===== src/rtl/assert_macros.svh =====
// Assertion macros shared by the form-urlencoded parser RTL.
// Each macro expects i_clk and i_rst_n in the scope where it is used.
`ifndef ASSERT_MACROS_SVH
`define ASSERT_MACROS_SVH

`ifndef SYNTHESIS
`define FUP_ASSERT(label, expr) \
    label: assert property (@(posedge i_clk) disable iff (!i_rst_n) (expr)) \
        else $error("assertion failed");
`define FUP_ASSERT_IMPL(label, ante, cons) \
    label: assert property (@(posedge i_clk) disable iff (!i_rst_n) (ante) |-> (cons)) \
        else $error("assertion failed");
`define FUP_ASSERT_NEXT(label, ante, cons) \
    label: assert property (@(posedge i_clk) disable iff (!i_rst_n) (ante) |=> (cons)) \
        else $error("assertion failed");
`else
`define FUP_ASSERT(label, expr)
`define FUP_ASSERT_IMPL(label, ante, cons)
`define FUP_ASSERT_NEXT(label, ante, cons)
`endif

`endif


===== src/rtl/fup_pkg.sv =====
// Package for the form-urlencoded parser: constants, result types and hex decode.
// Used by fup_engine and form_urlencoded_parser_unit; depends on nothing.
package fup_pkg;

    localparam int VALUE_LIMIT_MAX = 4096;
    localparam int LEN_W           = 13;
    localparam int MAX_RES         = 4;
    localparam int CNT_W           = 3;

    localparam logic [LEN_W-1:0] MAX_VALUE_LEN_RESET = 13'd256;
    localparam logic             REG_MAX_VALUE_LEN   = 1'b0;

    localparam logic [7:0] CHAR_PCT   = 8'h25;
    localparam logic [7:0] CHAR_PLUS  = 8'h2B;
    localparam logic [7:0] CHAR_AMP   = 8'h26;
    localparam logic [7:0] CHAR_EQ    = 8'h3D;
    localparam logic [7:0] CHAR_SPACE = 8'h20;
    localparam logic [4:0] NOT_HEX    = 5'd16;

    typedef enum logic [1:0] {
        ST_KEPT      = 2'd0,
        ST_NO_EQ     = 2'd1,
        ST_EMPTY_KEY = 2'd2
    } t_status;

    typedef enum logic [1:0] {
        ESC_NONE = 2'd0,
        ESC_PCT  = 2'd1,
        ESC_HEX  = 2'd2
    } t_esc;

    typedef struct packed {
        logic [7:0] out_byte;
        logic       in_value;
        logic       pair_end;
        t_status    status;
        logic       trunc;
        logic       last;
    } t_result;

    typedef struct packed {
        t_result [MAX_RES-1:0] res;
        logic [CNT_W-1:0]      count;
    } t_batch;

    function automatic logic [4:0] hex_val(input logic [7:0] c);
        logic [4:0] v;
        v = NOT_HEX;
        if (c >= 8'h30 && c <= 8'h39) begin
            v = 5'(c - 8'h30);
        end else if (c >= 8'h61 && c <= 8'h66) begin
            v = 5'(c - 8'h61 + 8'd10);
        end else if (c >= 8'h41 && c <= 8'h46) begin
            v = 5'(c - 8'h41 + 8'd10);
        end
        return v;
    endfunction

endpackage


===== src/rtl/fup_engine.sv =====
// Parser state and combinational decode of one body byte into a batch of results.
// Depends on fup_pkg and assert_macros.svh.
`include "assert_macros.svh"

module fup_engine (
    input  logic                     i_clk,
    input  logic                     i_rst_n,
    input  logic                     i_step,
    input  logic [7:0]               i_data_byte,
    input  logic                     i_last_byte,
    input  logic [fup_pkg::LEN_W-1:0] i_limit,
    output fup_pkg::t_batch          o_batch
);
    import fup_pkg::*;

    logic             r_value_phase;
    t_esc             r_esc;
    logic [7:0]       r_held;
    logic             r_kne;
    logic [LEN_W-1:0] r_len;
    logic             r_cut;

    logic             n_value_phase;
    t_esc             n_esc;
    logic [7:0]       n_held;
    logic             n_kne;
    logic [LEN_W-1:0] n_len;
    logic             n_cut;

    logic [4:0]       h;
    logic [4:0]       hi;
    logic             is_hex;
    logic             c_en;
    logic [7:0]       c_byte;
    t_esc             esc_new;
    logic [7:0]       held_new;
    logic             phase_mid;
    logic             sep;
    logic             close_now;
    logic [4:0]       cand_en;
    logic [7:0]       cand [5];
    logic [7:0]       data [MAX_RES];
    logic [CNT_W-1:0] n_data;
    logic [LEN_W-1:0] room;
    logic [CNT_W-1:0] keep;
    logic             kne_mid;
    logic             cut_mid;
    logic [LEN_W-1:0] len_mid;
    t_status          close_status;
    t_batch           batch;

    always_comb begin
        h         = hex_val(i_data_byte);
        hi        = hex_val(r_held);
        is_hex    = !h[4];
        c_en      = 1'b0;
        c_byte    = i_data_byte;
        esc_new   = ESC_NONE;
        held_new  = r_held;
        phase_mid = r_value_phase;
        sep       = 1'b0;

        if (r_esc == ESC_PCT && is_hex) begin
            esc_new  = ESC_HEX;
            held_new = i_data_byte;
        end else if (r_esc == ESC_HEX && is_hex) begin
            c_en   = 1'b1;
            c_byte = {hi[3:0], h[3:0]};
        end else if (i_data_byte == CHAR_AMP) begin
            sep = 1'b1;
        end else if (i_data_byte == CHAR_EQ && !r_value_phase) begin
            phase_mid = 1'b1;
        end else if (i_data_byte == CHAR_PLUS) begin
            c_en   = 1'b1;
            c_byte = CHAR_SPACE;
        end else if (i_data_byte == CHAR_PCT) begin
            esc_new = ESC_PCT;
        end else begin
            c_en = 1'b1;
        end

        close_now = sep || i_last_byte;

        cand_en[0] = (r_esc != ESC_NONE) && !is_hex;
        cand_en[1] = (r_esc == ESC_HEX) && !is_hex;
        cand_en[2] = c_en;
        cand_en[3] = i_last_byte && !sep && (esc_new != ESC_NONE);
        cand_en[4] = i_last_byte && !sep && (esc_new == ESC_HEX);
        cand[0]    = CHAR_PCT;
        cand[1]    = r_held;
        cand[2]    = c_byte;
        cand[3]    = CHAR_PCT;
        cand[4]    = held_new;

        for (int j = 0; j < MAX_RES; j++) begin
            data[j] = 8'h00;
        end
        n_data = '0;
        for (int i = 0; i < 5; i++) begin
            if (cand_en[i]) begin
                data[n_data[1:0]] = cand[i];
                n_data            = n_data + 1'b1;
            end
        end

        room = (r_len < i_limit) ? (i_limit - r_len) : '0;
        if (r_value_phase && (room < LEN_W'(n_data))) begin
            keep = room[CNT_W-1:0];
        end else begin
            keep = n_data;
        end
        kne_mid = r_kne | (!r_value_phase && (n_data != '0));
        cut_mid = r_cut | (r_value_phase && (keep != n_data));
        len_mid = r_value_phase ? (r_len + LEN_W'(keep)) : r_len;

        if (!phase_mid) begin
            close_status = ST_NO_EQ;
        end else if (!kne_mid) begin
            close_status = ST_EMPTY_KEY;
        end else begin
            close_status = ST_KEPT;
        end

        for (int j = 0; j < MAX_RES; j++) begin
            batch.res[j].out_byte = data[j];
            batch.res[j].in_value = r_value_phase;
            batch.res[j].pair_end = 1'b0;
            batch.res[j].status   = ST_KEPT;
            batch.res[j].trunc    = 1'b0;
            batch.res[j].last     = 1'b0;
        end
        if (close_now) begin
            batch.res[keep[1:0]].out_byte = 8'h00;
            batch.res[keep[1:0]].in_value = 1'b0;
            batch.res[keep[1:0]].pair_end = 1'b1;
            batch.res[keep[1:0]].status   = close_status;
            batch.res[keep[1:0]].trunc    = cut_mid;
        end
        batch.count = keep + CNT_W'(close_now);
        if (batch.count != '0) begin
            batch.res[2'(batch.count - 1'b1)].last = 1'b1;
        end

        if (close_now) begin
            n_value_phase = 1'b0;
            n_esc         = ESC_NONE;
            n_held        = 8'h00;
            n_kne         = 1'b0;
            n_len         = '0;
            n_cut         = 1'b0;
        end else begin
            n_value_phase = phase_mid;
            n_esc         = esc_new;
            n_held        = held_new;
            n_kne         = kne_mid;
            n_len         = len_mid;
            n_cut         = cut_mid;
        end
    end

    always_ff @(posedge i_clk) begin
        if (!i_rst_n) begin
            r_value_phase <= 1'b0;
            r_esc         <= ESC_NONE;
            r_held        <= 8'h00;
            r_kne         <= 1'b0;
            r_len         <= '0;
            r_cut         <= 1'b0;
        end else if (i_step) begin
            r_value_phase <= n_value_phase;
            r_esc         <= n_esc;
            r_held        <= n_held;
            r_kne         <= n_kne;
            r_len         <= n_len;
            r_cut         <= n_cut;
        end
    end

    assign o_batch = batch;

    `FUP_ASSERT(a_count_range, batch.count <= CNT_W'(MAX_RES))
    `FUP_ASSERT_IMPL(a_full_batch_closes, batch.count == CNT_W'(MAX_RES), batch.res[3].pair_end)
    `FUP_ASSERT_NEXT(a_close_clears, i_step && close_now, r_len == '0 && !r_value_phase)

endmodule


===== src/rtl/form_urlencoded_parser_unit.sv =====
// Top level of the streaming form-urlencoded parser: input register, APB register
// and result batch buffer. Depends on fup_pkg, fup_engine and assert_macros.svh.
//
// One body byte is taken per item on the input channel and decoded combinationally
// from the input register into a batch of zero to four results, which the output
// side hands out one per cycle while i_out_ready is high. A byte that gives at most
// one result then sustains one item per cycle; a byte that gives more holds the next
// byte back until its last result is handed out. The max_value_len register sits at
// byte address 0; the user must write it only while idle, as the block does not
// enforce this. Values above 4096 act as 4096.
`include "assert_macros.svh"

module form_urlencoded_parser_unit (
    input  logic        i_clk,
    input  logic        i_rst_n,
    input  logic        i_in_valid,
    output logic        o_in_ready,
    input  logic [7:0]  i_data_byte,
    input  logic        i_last_byte,
    output logic        o_out_valid,
    input  logic        i_out_ready,
    output logic [7:0]  o_out_byte,
    output logic        o_in_value,
    output logic        o_pair_end,
    output logic [1:0]  o_pair_status,
    output logic        o_value_truncated,
    output logic        o_last_result,
    input  logic        psel,
    input  logic        penable,
    input  logic        pwrite,
    input  logic [2:0]  paddr,
    input  logic [31:0] pwdata,
    output logic [31:0] prdata,
    output logic        pready
);
    import fup_pkg::*;

    logic                  r_in_valid;
    logic [7:0]            r_in_byte;
    logic                  r_in_last;
    logic [LEN_W-1:0]      r_max_value_len;
    t_result [MAX_RES-1:0] r_buf;
    logic [CNT_W-1:0]      r_rem;
    logic [1:0]            r_idx;

    logic                  in_fire;
    logic                  out_fire;
    logic                  load;
    logic [LEN_W-1:0]      limit;
    t_batch                batch;
    t_result               cur;

    assign pready   = 1'b1;
    assign prdata   = (paddr[2] == REG_MAX_VALUE_LEN) ? {19'b0, r_max_value_len} : 32'b0;
    assign limit    = (r_max_value_len > LEN_W'(VALUE_LIMIT_MAX)) ?
                      LEN_W'(VALUE_LIMIT_MAX) : r_max_value_len;

    assign o_out_valid = (r_rem != '0);
    assign out_fire    = o_out_valid && i_out_ready;
    assign load        = r_in_valid && ((r_rem == '0) || ((r_rem == CNT_W'(1)) && out_fire));
    assign o_in_ready  = !r_in_valid || load;
    assign in_fire     = i_in_valid && o_in_ready;

    always_ff @(posedge i_clk) begin
        if (!i_rst_n) begin
            r_max_value_len <= MAX_VALUE_LEN_RESET;
        end else if (psel && penable && pwrite && pready && (paddr[2] == REG_MAX_VALUE_LEN)) begin
            r_max_value_len <= pwdata[LEN_W-1:0];
        end
    end

    always_ff @(posedge i_clk) begin
        if (!i_rst_n) begin
            r_in_valid <= 1'b0;
        end else if (in_fire) begin
            r_in_valid <= 1'b1;
        end else if (load) begin
            r_in_valid <= 1'b0;
        end
    end

    always_ff @(posedge i_clk) begin
        if (!i_rst_n) begin
            r_in_byte <= 8'h00;
            r_in_last <= 1'b0;
        end else if (in_fire) begin
            r_in_byte <= i_data_byte;
            r_in_last <= i_last_byte;
        end
    end

    fup_engine u_engine (
        .i_clk       (i_clk),
        .i_rst_n     (i_rst_n),
        .i_step      (load),
        .i_data_byte (r_in_byte),
        .i_last_byte (r_in_last),
        .i_limit     (limit),
        .o_batch     (batch)
    );

    always_ff @(posedge i_clk) begin
        if (!i_rst_n) begin
            r_rem <= '0;
            r_idx <= '0;
        end else if (load) begin
            r_rem <= batch.count;
            r_idx <= '0;
        end else if (out_fire) begin
            r_rem <= r_rem - 1'b1;
            r_idx <= r_idx + 1'b1;
        end
    end

    always_ff @(posedge i_clk) begin
        if (load) begin
            r_buf <= batch.res;
        end
    end

    assign cur               = r_buf[r_idx];
    assign o_out_byte        = cur.out_byte;
    assign o_in_value        = cur.in_value;
    assign o_pair_end        = cur.pair_end;
    assign o_pair_status     = cur.status;
    assign o_value_truncated = cur.trunc;
    assign o_last_result     = cur.last;

    `FUP_ASSERT_IMPL(a_final_entry_marked, o_out_valid && r_rem == CNT_W'(1), o_last_result)
    `FUP_ASSERT_NEXT(a_drain_empties, out_fire && o_last_result && !load, !o_out_valid)
    `FUP_ASSERT_IMPL(a_pair_end_no_byte, o_out_valid && o_pair_end, o_out_byte == 8'h00 && !o_in_value)

endmodule

===== config.mk =====
export PLATFORM = sky130hd
export DESIGN_NAME = form_urlencoded_parser_unit
export DESIGN_NICKNAME = d
export VERILOG_FILES = /design/src/rtl/fup_pkg.sv /design/src/rtl/fup_engine.sv /design/src/rtl/form_urlencoded_parser_unit.sv
export VERILOG_INCLUDE_DIRS = /design/src /design/src/rtl
export SDC_FILE = /design/constraint.sdc
export NUM_CORES = 1
export LEC_CHECK = 0
export BUFFER_PORTS_ARGS = -buffer_cell sky130_fd_sc_hd__buf_2
export CORE_ASPECT_RATIO = 1.1
export CORE_UTILIZATION = 35
export DETAILED_ROUTE_END_ITERATION = 8
export PLACE_DENSITY = 0.53
export SKIP_LAST_GASP = 1
export SYNTH_ARGS = -nofsm -noshare
export SYNTH_HDL_FRONTEND = slang
export SYNTH_HIERARCHICAL = 1
export SYNTH_SLANG_ARGS = --single-unit

===== constraint.sdc =====
create_clock -name i_clk -period 8.8 [get_ports i_clk]
set_clock_uncertainty 0.1 [all_clocks]
set_input_delay 0.44 -clock i_clk [delete_from_list [all_inputs] [get_ports i_clk]]
set_output_delay 0.44 -clock i_clk [all_outputs]
set_load 0.02 [all_outputs]

==> flow_metrics.env <==
export IMPL_status="complete, no violations"
export IMPL_p_int_mw=0.951
export IMPL_grt_pass1_wl_um=30300
export IMPL_timing_critical_path_buf_inv=5
export IMPL_clkPwrFrac=0.289
export IMPL_crit_type="register to register"
export IMPL_r2r_end="r_buf[42]$_DFFE_PP_"
export IMPL_ys_flop_type="edfxtp_1"
export IMPL_grt_start_max_net_pins=76
export IMPL_viasPerCell=5.32
export IMPL_fill_cells=2105
export IMPL_ctsLongestPathBuffers=2
export IMPL_critPathLaunchType="register"
export IMPL_rsz0062_at_grt="false"
export IMPL_worst_slew_pin_slew_ns=1.09
export IMPL_ys_types=85
export IMPL_grt_pass1_vias=5688
export IMPL_arrival_ns=7.99
export IMPL_wl_per_cell_um=16.6
export IMPL_postSynthAreaPerCell_um2=9.19
export IMPL_crit_fanout=11
export IMPL_path_delay_family="compound AO/OA/AOI/OAI gates"
export IMPL_drtAntennaViolNets=0
export IMPL_fin_crit_ns=7.88
export IMPL_cpMaxStageDelayCell="dfxtp_1"
export IMPL_crit_end="r_buf[42]$_DFFE_PP_"
export IMPL_fin_setup_tns_ns=0
export IMPL_syn_area_mm2=0.00741
export IMPL_seqPwrFrac=0.462
export IMPL_cts_setup_buffers=0
export IMPL_place_gp_congestion=0.854
export IMPL_drc_errors=0
export IMPL_cts_root_buf="clkbuf_16"
export IMPL_clock_sinks=110
export IMPL_fin_crit_sh=0.896
export IMPL_initial_core_util=0.359
export IMPL_path_common_cell="ha_1"
export IMPL_slew_headroom=0.257
export IMPL_cts_tree="done"
export IMPL_overflow=0
export IMPL_hold_violations=0
export IMPL_final_util=0.392
export IMPL_total_power_mw=1.40
export IMPL_die_h_um=155
export IMPL_vias=5861
export IMPL_setup_viol=0
export IMPL_drt_iter0_drc=472
export IMPL_p_per_area_mw_per_mm2=172
export IMPL_r2r_cells=31
export IMPL_grtUsageMet1=0.243
export IMPL_clock_latency_ns=0.36
export IMPL_post_dp_cell_area_mm2=0.00780
export IMPL_cts_buffers=9
export IMPL_core_area_mm2=0.0206
export IMPL_syn_inst=806
export IMPL_max_vdd_ir_drop_mv=0.0866
export IMPL_gr_max_usage_layer="met2"
export IMPL_path_depth=31
export IMPL_comb_power_share=0.249
export IMPL_r2r_start="r_in_byte[1]$_SDFFE_PN0P_"
export IMPL_fin_cells=1101
export IMPL_cp_end_kind="register"
export IMPL_max_cap_violations=0
export IMPL_ioPinCount=100
export IMPL_p_sw_mw=0.446
export IMPL_p_leak_nw=3.10
export IMPL_clkTransAtPathRegs_ns=0.08
export IMPL_syn2layout_area_growth_pct=9.37
export IMPL_min_path_type="input pin to register"
export IMPL_diodes=0
export IMPL_met3_usage=0.0226
export IMPL_drive_gt1_frac=0.144
export IMPL_die_x_um=141
export IMPL_antenna_found_initial=0
export IMPL_met2_usage=0.282
export IMPL_grt_usage=0.176
export IMPL_startpoint="r_in_byte[1]$_SDFFE_PN0P_"
export IMPL_wl_um=18200
export IMPL_yosys_warnings=6
export IMPL_reg2reg_slack_ns=0.92
export IMPL_ys_seq_area_frac=0.373
export IMPL_dp_cells=1085
export IMPL_swShare=0.319
export IMPL_crit_required_ns=8.90
export IMPL_port_buffers=58
export IMPL_ys_async_sr_fraction=0
export IMPL_setup_slack_ns=0.916
export IMPL_hold_ws_ns=0.210
export IMPL_ys_seq_elements=110
export IMPL_slew_viol_final=0
export IMPL_final_area_mm2=0.00810
export IMPL_num_nets_final=933
export IMPL_max_freq_mhz=127
export IMPL_slowest_delay_ns=0.62
export IMPL_fp_row_count=55
export IMPL_drt_first_pass_iters=5
export IMPL_cts_max_level=3
export IMPL_post_place_ws_ns=0.617
export IMPL_die_area_mm2=0.0218
export IMPL_dpl_hpwl_um=13500
export IMPL_synth_edf_count=56
layout make-up:
cell class	count	area, µm²	area share
sequential	110	2760	0.341
clock inverter	6	50.0	0.00618
timing repair buffer	66	350	0.0432
tap	256	320	0.0395
inverter	46	173	0.0213
multi-input combinational	607	4210	0.519
clock buffer	10	239	0.0295
kinds of logic (layout without fill, tap and decap cells):
family                   after synthesis  in the layout  share of synthesized area
AO/OA/AOI/OAI                        184            184                      0.173
flip-flops                           110            110                      0.373
multiplexers                          26             26                     0.0622
other                                  2             20                    0.00101
adder cells (fa/ha/maj)               42             42                     0.0730
buffers and inverters                107            128                     0.0704
XOR/XNOR                              23             23                     0.0297
AND/OR/NAND/NOR                      312            312                      0.218
routing by layer:
metal / share of wire / vias up
li1: - / 2951
met1: 0.48 / 2747
met2: 0.46 / 143
met3: 0.043 / 20
met4: 0.019 / 0
met5: 0 / -
timing repair:
| item | CTS | global route |
|---|---|---|
| setup endpoints to repair | 0 | 9 |
| hold buffers | 0 | 0 |
| gates resized for setup | 0 | 3 |
cells in the final DEF (no fill, tap or decap), drive strengths merged, types with 32 or more instances in the layout:
cell and instances:
nand2 84, dfxtp 54, ha 40, a21oi 46, nor2b 41, edfxtp 56
inv 49, buf 66, nor2 59, nand3 32
synth_stat cells (8+ instances only):
cell type  instances  area share
buf_4             23       0.023
o22ai_1            9      0.0076
and3_1            11      0.0093
nand2_1           83       0.042
a221oi_1          13       0.015
a21oi_1           45       0.030
nor2b_1           41       0.035
buf_2              9      0.0061
dfxtp_1           54        0.15
a21boi_1          18       0.018
ha_1              40       0.068
nand3_1           32       0.022
nand4_1            9      0.0076
clkbuf_1          25       0.013
edfxtp_1          56        0.23
nor2_1            59       0.030
xnor2_1           16       0.019
and2_1            15       0.013
o21ai_0           22       0.015
nor3_1            18       0.012
inv_1             42       0.021
a21o_1             9      0.0091
nand2b_1           8      0.0068
mux4_2            14       0.043
sequential cells by signal, summed over array words and instances (netlist names):
name,cells
u_engine/r_esc,2
r_rem,3
r_buf,56
r_in_valid,1
u_engine/r_value_phase,1
r_in_byte,8
r_idx,2
u_engine/r_held,8
u_engine/r_len,13
r_max_value_len,13
u_engine/r_kne,1
r_in_last,1
u_engine/r_cut,1
power by group through the flow:
stage,Combinational (mW),Sequential [mW],Clock [mW]
floorplan,0.280,0.641,0
global placement,0.356,0.656,0
detailed placement,0.354,0.658,0
CTS,0.356,0.646,0.419
global route,0.387,0.653,0.438
finish,0.348,0.645,0.404
worst reg2reg max path, delay by kind of cell (launching register included):
kind            cells  cell delay [ns]
flops               1             0.62
buf+inv             5             0.63
fa+ha+maj           7             1.90
compound gates      9             2.02
simple gates        8             1.97
mux                 2             0.50
how the worst min path moves through the flow:
stage,slack (ns),depth (start not counted),to,from
after floorplan,0.33,2,r_in_last$_SDFFE_PN0P_,r_in_last$_SDFFE_PN0P_
after global placement,0.37,2,r_max_value_len[7]$_SDFFE_PN0P_,r_max_value_len[7]$_SDFFE_PN0P_
after detailed placement,0.36,2,r_max_value_len[7]$_SDFFE_PN0P_,r_max_value_len[7]$_SDFFE_PN0P_
after CTS,0.20,3,r_max_value_len[5]$_SDFFE_PN0P_,pwdata[5]
after global routing,0.22,3,r_max_value_len[11]$_SDFFE_PN0P_,pwdata[11]
final,0.21,3,r_max_value_len[5]$_SDFFE_PN0P_,pwdata[5]
Note: power is estimated with default switching activity, not from simulation.
